**config.mk**
```make
export PLATFORM = sky130hd
export DESIGN_NAME = lru_page_replacement
export DESIGN_NICKNAME = d
export VERILOG_FILES = /design/src/sv/lrupr_pkg.sv /design/src/sv/lrupr_cell.sv /design/src/sv/lru_page_replacement.sv
export SDC_FILE = /design/constraint.sdc
export NUM_CORES = 1
export LEC_CHECK = 0
export ABC_CLOCK_PERIOD_IN_PS = 6340
export BUFFER_PORTS_ARGS = -buffer_cell sky130_fd_sc_hd__buf_2
export CORE_ASPECT_RATIO = 0.8
export CORE_UTILIZATION = 60
export CTS_CLUSTER_SIZE = 14
export DETAILED_ROUTE_END_ITERATION = 8
export GPL_ROUTABILITY_DRIVEN = 0
export PLACE_DENSITY = 0.91
export REMOVE_ABC_BUFFERS = 1
export SETUP_SLACK_MARGIN = 0.1
export SYNTH_ARGS = -nofsm -noshare
export SYNTH_HDL_FRONTEND = slang
export SYNTH_HIERARCHICAL = 1
export SYNTH_SLANG_ARGS = --single-unit
```
**constraint.sdc**
```tcl
create_clock -name clock -period 6.34 [get_ports clock]
set_clock_uncertainty 0.05 [all_clocks]
set_input_delay 0.951 -clock clock [delete_from_list [all_inputs] [get_ports clock]]
set_output_delay 0.951 -clock clock [all_outputs]
set_load 0.01 [all_outputs]
```
**src/sv/lrupr_pkg.sv**
```systemverilog
// shared types and constants for the lru page replacement block
`timescale 1ns / 1ps
`default_nettype none

package lrupr_pkg;

   localparam int PAGE_W      = 16;  // page field width on the request word
   localparam int CFG_W       = 4;   // frames_in_use register width
   localparam int FAULT_W     = 16;  // fault counter width
   localparam int RSP_DATA_W  = 24;  // hit + fault_count padded to whole bytes

   localparam logic [FAULT_W-1:0] FAULT_MAX = {FAULT_W{1'b1}};

   // per-cell control from the top level
   typedef struct packed {
      logic load;   // a reference is being accepted this cycle
      logic valid;  // this cell holds a resident page
   } cell_ctl_type;

endpackage

`default_nettype wire

```
**src/sv/lrupr_cell.sv**
```systemverilog
// one recency slot: holds a page, compares it to the key, shifts from its neighbor
`timescale 1ns / 1ps
`default_nettype none

module lrupr_cell #(
   parameter int PAGE_BITS = 16
) (
   input  wire                          clock,
   input  lrupr_pkg::cell_ctl_type      ctl,
   input  wire  [PAGE_BITS-1:0]         key,
   input  wire  [PAGE_BITS-1:0]         prev_page,
   input  wire                          match_in,
   output logic                         match_out,
   output logic [PAGE_BITS-1:0]         page_out
);

   logic [PAGE_BITS-1:0] page_ff;
   logic [PAGE_BITS-1:0] page_in;

   // on an accepted reference a cell shifts unless the hit sits closer to the most-recent end
   always_comb begin
      page_in = page_ff;
      if (ctl.load && !match_in) begin
         page_in = prev_page;
      end
   end

   always_ff @(posedge clock) begin
      page_ff <= page_in;
   end

   assign match_out = match_in | (ctl.valid && (page_ff == key));
   assign page_out  = page_ff;

endmodule

`default_nettype wire

```
**src/sv/lru_page_replacement.sv**
```systemverilog
// lru page replacement set built from a row of recency cells
// Usage:
//   req channel: one word per page reference, tdata = page, tlast = last of run.
//   rsp channel: one word per reference, tdata = {pad, fault_count, hit},
//   tlast copies the request's last flag.
//   csr port: csr_we writes frames_in_use (1..FRAMES; 0 acts as 1, larger values
//   clamp to FRAMES). Write it only while no reference is in flight.
// Timing:
//   the response is registered and appears the cycle after the request word is
//   taken; a new reference can be taken every cycle while rsp_tready is high.
//   The row of cells compares all frames at once and shifts when the word is taken.
// Reset:
//   empties the set, clears the fault counter, frames_in_use returns to 8.
// Stall:
//   the response register holds its word while rsp_tready is low and
//   req_tready drops until it is taken. After a last-of-run word the set and
//   the counter start empty.
`timescale 1ns / 1ps
`default_nettype none

module lru_page_replacement #(
   parameter int FRAMES    = 8,
   parameter int PAGE_BITS = 16
) (
   input  wire                                  clock,
   input  wire                                  reset,
   input  wire                                  req_tvalid,
   output logic                                 req_tready,
   input  wire  [lrupr_pkg::PAGE_W-1:0]         req_tdata,   // page
   input  wire                                  req_tlast,   // last_of_run
   output logic                                 rsp_tvalid,
   input  wire                                  rsp_tready,
   output logic [lrupr_pkg::RSP_DATA_W-1:0]     rsp_tdata,   // hit, fault_count, zero pad
   output logic                                 rsp_tlast,   // last
   input  wire                                  csr_we,
   input  wire  [lrupr_pkg::CFG_W-1:0]          csr_wdata    // frames_in_use
);

   localparam int CNT_W = $clog2(FRAMES + 1);
   localparam int CMP_W = (CNT_W > lrupr_pkg::CFG_W) ? CNT_W : lrupr_pkg::CFG_W;
   localparam int PAD_W = lrupr_pkg::RSP_DATA_W - lrupr_pkg::FAULT_W - 1;

   logic [lrupr_pkg::CFG_W-1:0]    frames_ff;
   logic [CNT_W-1:0]               occ_ff, occ_in;
   logic [lrupr_pkg::FAULT_W-1:0]  fault_ff, fault_in;
   logic                           rsp_valid_ff, rsp_valid_in;
   logic                           rsp_hit_ff, rsp_hit_in;
   logic [lrupr_pkg::FAULT_W-1:0]  rsp_fault_ff, rsp_fault_in;
   logic                           rsp_last_ff, rsp_last_in;

   logic                           accept;
   logic [CNT_W-1:0]               cap;
   logic [CNT_W-1:0]               occ_eff;
   logic [PAGE_BITS-1:0]           key;
   logic                           hit;
   logic [lrupr_pkg::FAULT_W-1:0]  fault_next;

   logic [PAGE_BITS-1:0]           chain_page [FRAMES+1];
   logic                           chain_match [FRAMES+1];

   assign req_tready = !rsp_valid_ff || rsp_tready;
   assign accept     = req_tvalid && req_tready;

   // only the low PAGE_BITS take part in matching
   generate
      if (PAGE_BITS <= lrupr_pkg::PAGE_W) begin : g_key_trunc
         assign key = req_tdata[PAGE_BITS-1:0];
      end else begin : g_key_ext
         assign key = {{(PAGE_BITS - lrupr_pkg::PAGE_W){1'b0}}, req_tdata};
      end
   endgenerate

   // clamp the configured frame count to 1..FRAMES
   always_comb begin
      if (frames_ff == '0) begin
         cap = CNT_W'(1);
      end else if (CMP_W'(frames_ff) > CMP_W'(FRAMES)) begin
         cap = CNT_W'(FRAMES);
      end else begin
         cap = CNT_W'(CMP_W'(frames_ff));
      end
      occ_eff = (occ_ff < cap) ? occ_ff : cap;
   end

   // cell 0 is the most recent slot and loads the key itself
   assign chain_page[0]  = key;
   assign chain_match[0] = 1'b0;

   generate
      for (genvar gi = 0; gi < FRAMES; gi++) begin : g_cell
         lrupr_pkg::cell_ctl_type ctl;
         assign ctl.load  = accept;
         assign ctl.valid = (CNT_W'(gi) < occ_eff);

         lrupr_cell #(
            .PAGE_BITS (PAGE_BITS)
         ) u_cell (
            .clock     (clock),
            .ctl       (ctl),
            .key       (key),
            .prev_page (chain_page[gi]),
            .match_in  (chain_match[gi]),
            .match_out (chain_match[gi+1]),
            .page_out  (chain_page[gi+1])
         );
      end
   endgenerate

   assign hit = chain_match[FRAMES];

   always_comb begin
      fault_next = fault_ff;
      if (!hit && (fault_ff != lrupr_pkg::FAULT_MAX)) begin
         fault_next = fault_ff + 1'b1;
      end

      occ_in       = occ_ff;
      fault_in     = fault_ff;
      rsp_valid_in = rsp_valid_ff;
      rsp_hit_in   = rsp_hit_ff;
      rsp_fault_in = rsp_fault_ff;
      rsp_last_in  = rsp_last_ff;

      if (rsp_valid_ff && rsp_tready) begin
         rsp_valid_in = 1'b0;
      end

      if (accept) begin
         rsp_valid_in = 1'b1;
         rsp_hit_in   = hit;
         rsp_fault_in = fault_next;
         rsp_last_in  = req_tlast;
         if (req_tlast) begin
            occ_in   = '0;
            fault_in = '0;
         end else begin
            fault_in = fault_next;
            if (hit || (occ_eff == cap)) begin
               occ_in = occ_eff;
            end else begin
               occ_in = occ_eff + 1'b1;
            end
         end
      end
   end

   always_ff @(posedge clock) begin
      if (reset) begin
         frames_ff    <= lrupr_pkg::CFG_W'(8);
         occ_ff       <= '0;
         fault_ff     <= '0;
         rsp_valid_ff <= 1'b0;
      end else begin
         if (csr_we) begin
            frames_ff <= csr_wdata;
         end
         occ_ff       <= occ_in;
         fault_ff     <= fault_in;
         rsp_valid_ff <= rsp_valid_in;
      end
      rsp_hit_ff   <= rsp_hit_in;
      rsp_fault_ff <= rsp_fault_in;
      rsp_last_ff  <= rsp_last_in;
   end

   assign rsp_tvalid = rsp_valid_ff;
   assign rsp_tdata  = {{PAD_W{1'b0}}, rsp_fault_ff, rsp_hit_ff};
   assign rsp_tlast  = rsp_last_ff;

endmodule

`default_nettype wire
```
==> results.txt <==
Summing the sequential cell areas from Yosys gives a little over 60% of the chip area. The maximum number of pins on one net before global-route repair came out at 35. TritonCTS built the clock tree. The die outline area came out at 13600 um2. The Yosys step of the flow raised 6 warnings. The final critical path time including I/O delays and setup came out at 5960 ps. The top-area cell type share of the netlist area is 55.8%. The endpoint class of the critical path is a flip-flop. The worst setup path is of the reg -> reg kind. The routed via count divided by cell count is 5.99. The first routing iteration left 532 violations. The library cell used most frequently in the layout, excluding fill and tap cells, is sky130_fd_sc_hd__edfxtp_1. The total instance count after detailed placement is a little under 800. Ranked by total cell area, the synthesized netlist is headed by sky130_fd_sc_hd__edfxtp_1, sky130_fd_sc_hd__xnor2_1, sky130_fd_sc_hd__dfxtp_1. For this configuration, the core starts out at a cell density of 63.0%. Setup repair after global routing left no endpoint under its margin. The data arrival time at the worst-slack endpoint came out at approximately 6300 ps.

The worst setup path is launched from a flip-flop. CTS built an H-tree with a depth of 4. The count of buffers inserted at the top-level ports is 45. The placed wire-length estimate after detailed placement is 10.3 mm. Gates resized during post-CTS repair numbered 0.

The worst vdd rail ir drop came out at around 0.26 mV. The largest total area in the synthesized netlist belongs to sky130_fd_sc_hd__edfxtp_1. The core region is ~12000 um2. The latest clock arrival within the worst-skew pair came out at 430 ps. The via count of the first global-routing pass is 4853.

The worst hold path belongs to the class reg -> reg. The count of unresolved DRC violations after routing came out at 0. The area growth from synthesis to layout came out at 12.6%. The total negative setup slack came out at 0 ps. The overall overflow remaining after global route is 0.

The flow ran to the end, and the final reports show no timing, DRC or antenna violations. The final-report setup violation count is 0. The total area of sequential cells came out at 4880 um2.

The post-synthesis instance area is 7860 um2. The quantity of hold-fixing buffers added after cts came out at 0. Headroom to the max-slew limit came out at 31.1%. The cell family contributing the most delay on the critical path is simple AND/OR/NAND/NOR gates. The timing-limited maximum frequency came out at 168 MHz.

Counting stages on the worst path, the most repeated cell is sky130_fd_sc_hd__a41o_1. Among all flip-flop cells after synthesis, the most frequent one is sky130_fd_sc_hd__edfxtp_1. The total I/O pin count is 53. The library cell used as clock root buffer is sky130_fd_sc_hd__clkbuf_16. The delay contributed by the slowest stage of the critical path is ~540 ps. The final core utilization came out at 70.9%. For the worst setup path, the data required time is 6650 ps. The actual transition at the worst max-transition pin is 1030 ps. The multi-input combinational cells in the finished layout cover a total of 2840 um2.

The number of standard cells in the layout, taps in and fillers out came out at 826. The first detailed-routing pass ran for 5 iterations. The number of cell rows came out at 36. The antenna cell count came out at 0. The final number of hold-violating endpoints was 0. The post-synthesis instance total is roughly 590. The fill cell total of the finished layout came out at 756. The total of flip-flops plus latches after synthesis is 171. The total global-route track usage came out at about a quarter. In the layout the commonest cells are sky130_fd_sc_hd__edfxtp_1, sky130_fd_sc_hd__xnor2_1, sky130_fd_sc_hd__buf_2, sky130_fd_sc_hd__xor2_1, sky130_fd_sc_hd__dfxtp_1. The clock transition at the register clock pins on the worst setup and hold paths after CTS is 60 ps. The largest individual stage delay along the critical path comes from the cell sky130_fd_sc_hd__dfxtp_1. In this run the remaining antenna-violating nets after routing total 0. The number of different library cells used by synthesis comes to 60. After the last flow step, the layout net total stands at between 600 and 700. The count of flip-flops with a built-in enable after synthesis is around 150.

The placement-stage worst setup slack is between 600 and 700 ps. Dividing the synthesized area by the synthesized cell count gives 13.4 um2. The signal on the critical path passes through nand2b_1 > ha_1 > nand3_1 > nand2_1 > nor2_1 > mux2_2 > inv_1 > ha_1 > nand2_1 > a41o_1 > a41o_1 > a41o_1 > a41o_1 > a41o_1 > a41o_1 > a41o_1 > a41o_1 > nor2_1 > and3_1 > nand2_1 > or3_1 > a21oi_1. The worst hold slack across all endpoints is 418 ps. The number of buffers added by the clock tree synthesis step is 17. Of the cells placed in the final design, the portion with a size suffix greater than 1 is 14.0%. The average routed wire per standard cell is about 19 um. Measured along the x axis, the die boundary spans roughly 130 um. The via count is between 4000 and 5000. For this design the ratio of total power to cell area is 285 nW/um2. The count of buffer and inverter cells on the critical path came out at 1.

The sink count of the clock tree came out at 171. The routed wire length came out at ~15 mm. The first-pass GRT wire length came out at 24.9 mm.

The number of setup buffers added after CTS came out at 0. In this run the worst path has a maximum fanout of 11. The initial antenna violation count came out at 0. The final worst setup slack came out at 383 ps.

For this run, asynchronously set or reset flops after synthesis account for 0%. The leakage power of the design came out at roughly 3.1 nW. The max-slew violation total from the final report was 0. No sink is reached through more buffers than the 2 on the longest clock path. Max-cap violations in this run came to 0. The post-route clock period utilization is 94.0%. The overall die height came out at approximately 100 um.
## Yosys cell counts (2+ instances only)
| cell type | instances |
|---|---|
| sky130_fd_sc_hd__o21ai_0 | 15 |
| sky130_fd_sc_hd__clkbuf_1 | 8 |
| sky130_fd_sc_hd__a32o_1 | 3 |
| sky130_fd_sc_hd__inv_1 | 11 |
| sky130_fd_sc_hd__dfxtp_1 | 25 |
| sky130_fd_sc_hd__and4_1 | 2 |
| sky130_fd_sc_hd__xor2_1 | 38 |
| sky130_fd_sc_hd__o211ai_1 | 2 |
| sky130_fd_sc_hd__nand2_1 | 15 |
| sky130_fd_sc_hd__nand2b_1 | 3 |
| sky130_fd_sc_hd__o21ai_1 | 2 |
| sky130_fd_sc_hd__or3_1 | 10 |
| sky130_fd_sc_hd__ha_1 | 9 |
| sky130_fd_sc_hd__and2_1 | 2 |
| sky130_fd_sc_hd__a41o_1 | 8 |
| sky130_fd_sc_hd__nand4_1 | 18 |
| sky130_fd_sc_hd__nor4_1 | 8 |
| sky130_fd_sc_hd__buf_2 | 4 |
| sky130_fd_sc_hd__a31oi_1 | 8 |
| sky130_fd_sc_hd__a21o_1 | 3 |
| sky130_fd_sc_hd__nor2b_1 | 10 |
| sky130_fd_sc_hd__o211a_1 | 3 |
| sky130_fd_sc_hd__mux2_2 | 2 |
| sky130_fd_sc_hd__nand3_1 | 19 |
| sky130_fd_sc_hd__nor2_1 | 23 |
| sky130_fd_sc_hd__a21oi_1 | 16 |
| sky130_fd_sc_hd__edfxtp_1 | 146 |
| sky130_fd_sc_hd__and3_1 | 6 |
| sky130_fd_sc_hd__buf_4 | 9 |
| sky130_fd_sc_hd__a22oi_1 | 2 |
| sky130_fd_sc_hd__mux2i_1 | 5 |
| sky130_fd_sc_hd__nor3_1 | 17 |
| sky130_fd_sc_hd__xnor2_1 | 107 |
| sky130_fd_sc_hd__o2111ai_1 | 2 |
## path summary, 6_finish.rpt
| path | start | to | slack [ps] | depth (start not counted) |
|---|---|---|---|---|
| worst max-delay path | frames_ff[3] | fault_ff[15] | 380 | 22 |
| worst min-delay path | g_cell[6].u_cell/page_out[2] | g_cell[7].u_cell/page_out[2] | 420 | 0 |
| worst max register to register | frames_ff[3] | fault_ff[15] | 380 | 22 |
| worst min register to register | g_cell[6].u_cell/page_out[2] | g_cell[7].u_cell/page_out[2] | 420 | 0 |
## power breakdown
| part | switching, mW | total (mW) | internal (mW) |
|---|---|---|---|
| clock network | 0.426 | 1.05 | 0.621 |
| logic | 0.112 | 0.184 | 0.0725 |
| registers | 0.0270 | 1.29 | 1.27 |
## sequential cells by signal (all words and copies together), names as in the netlist
signal and flops:
rsp_tvalid 1, rsp_hit_ff 1, fault_ff 16, rsp_tlast 1, frames_ff 4, occ_ff 4, g_cell.u_cell/page_out 128, rsp_fault_ff 16
## logic make-up (layout without fill, tap and decap cells)
group	after synthesis	in the layout	share of synthesized area (%)
flops	171	171	62.2
xor+xnor	145	145	16.2
simple gates	142	142	9.98
compound gates	78	78	7.17
buf+inv	34	94	2.12
fa+ha+maj	9	9	1.43
mux	7	7	0.924
other cells	1	9	0.0477
## per-layer routing
layer  part of all wire, %  vias to the layer above  GRT usage [%]
met2                    49                      227           38.8
li1                      -                     2268              -
met4                   2.5                        0           9.72
met1                    41                     2404           32.7
met5                     0                        -              0
met3                   6.6                       50           6.22
## layout make-up
| type | instances | area share [%] |
|---|---|---|
| Clock buffer | 18 | 4.85 |
| Timing Repair Buffer | 51 | 3.05 |
| Clock inverter | 13 | 1.87 |
| Tap cell | 171 | 2.42 |
| Inverter | 12 | 0.509 |
| Multi-Input combinational cell | 390 | 32.1 |
| Sequential cell | 171 | 55.2 |
## through the flow
step	power, mW	cell area [um2]
after CTS	2.53	8840
final	2.53	8850
after global placement	1.48	8250
after global routing	2.59	8850
after floorplan	1.42	7770
after detailed placement	1.49	8250
Note: power is estimated with default switching activity, not from simulation.
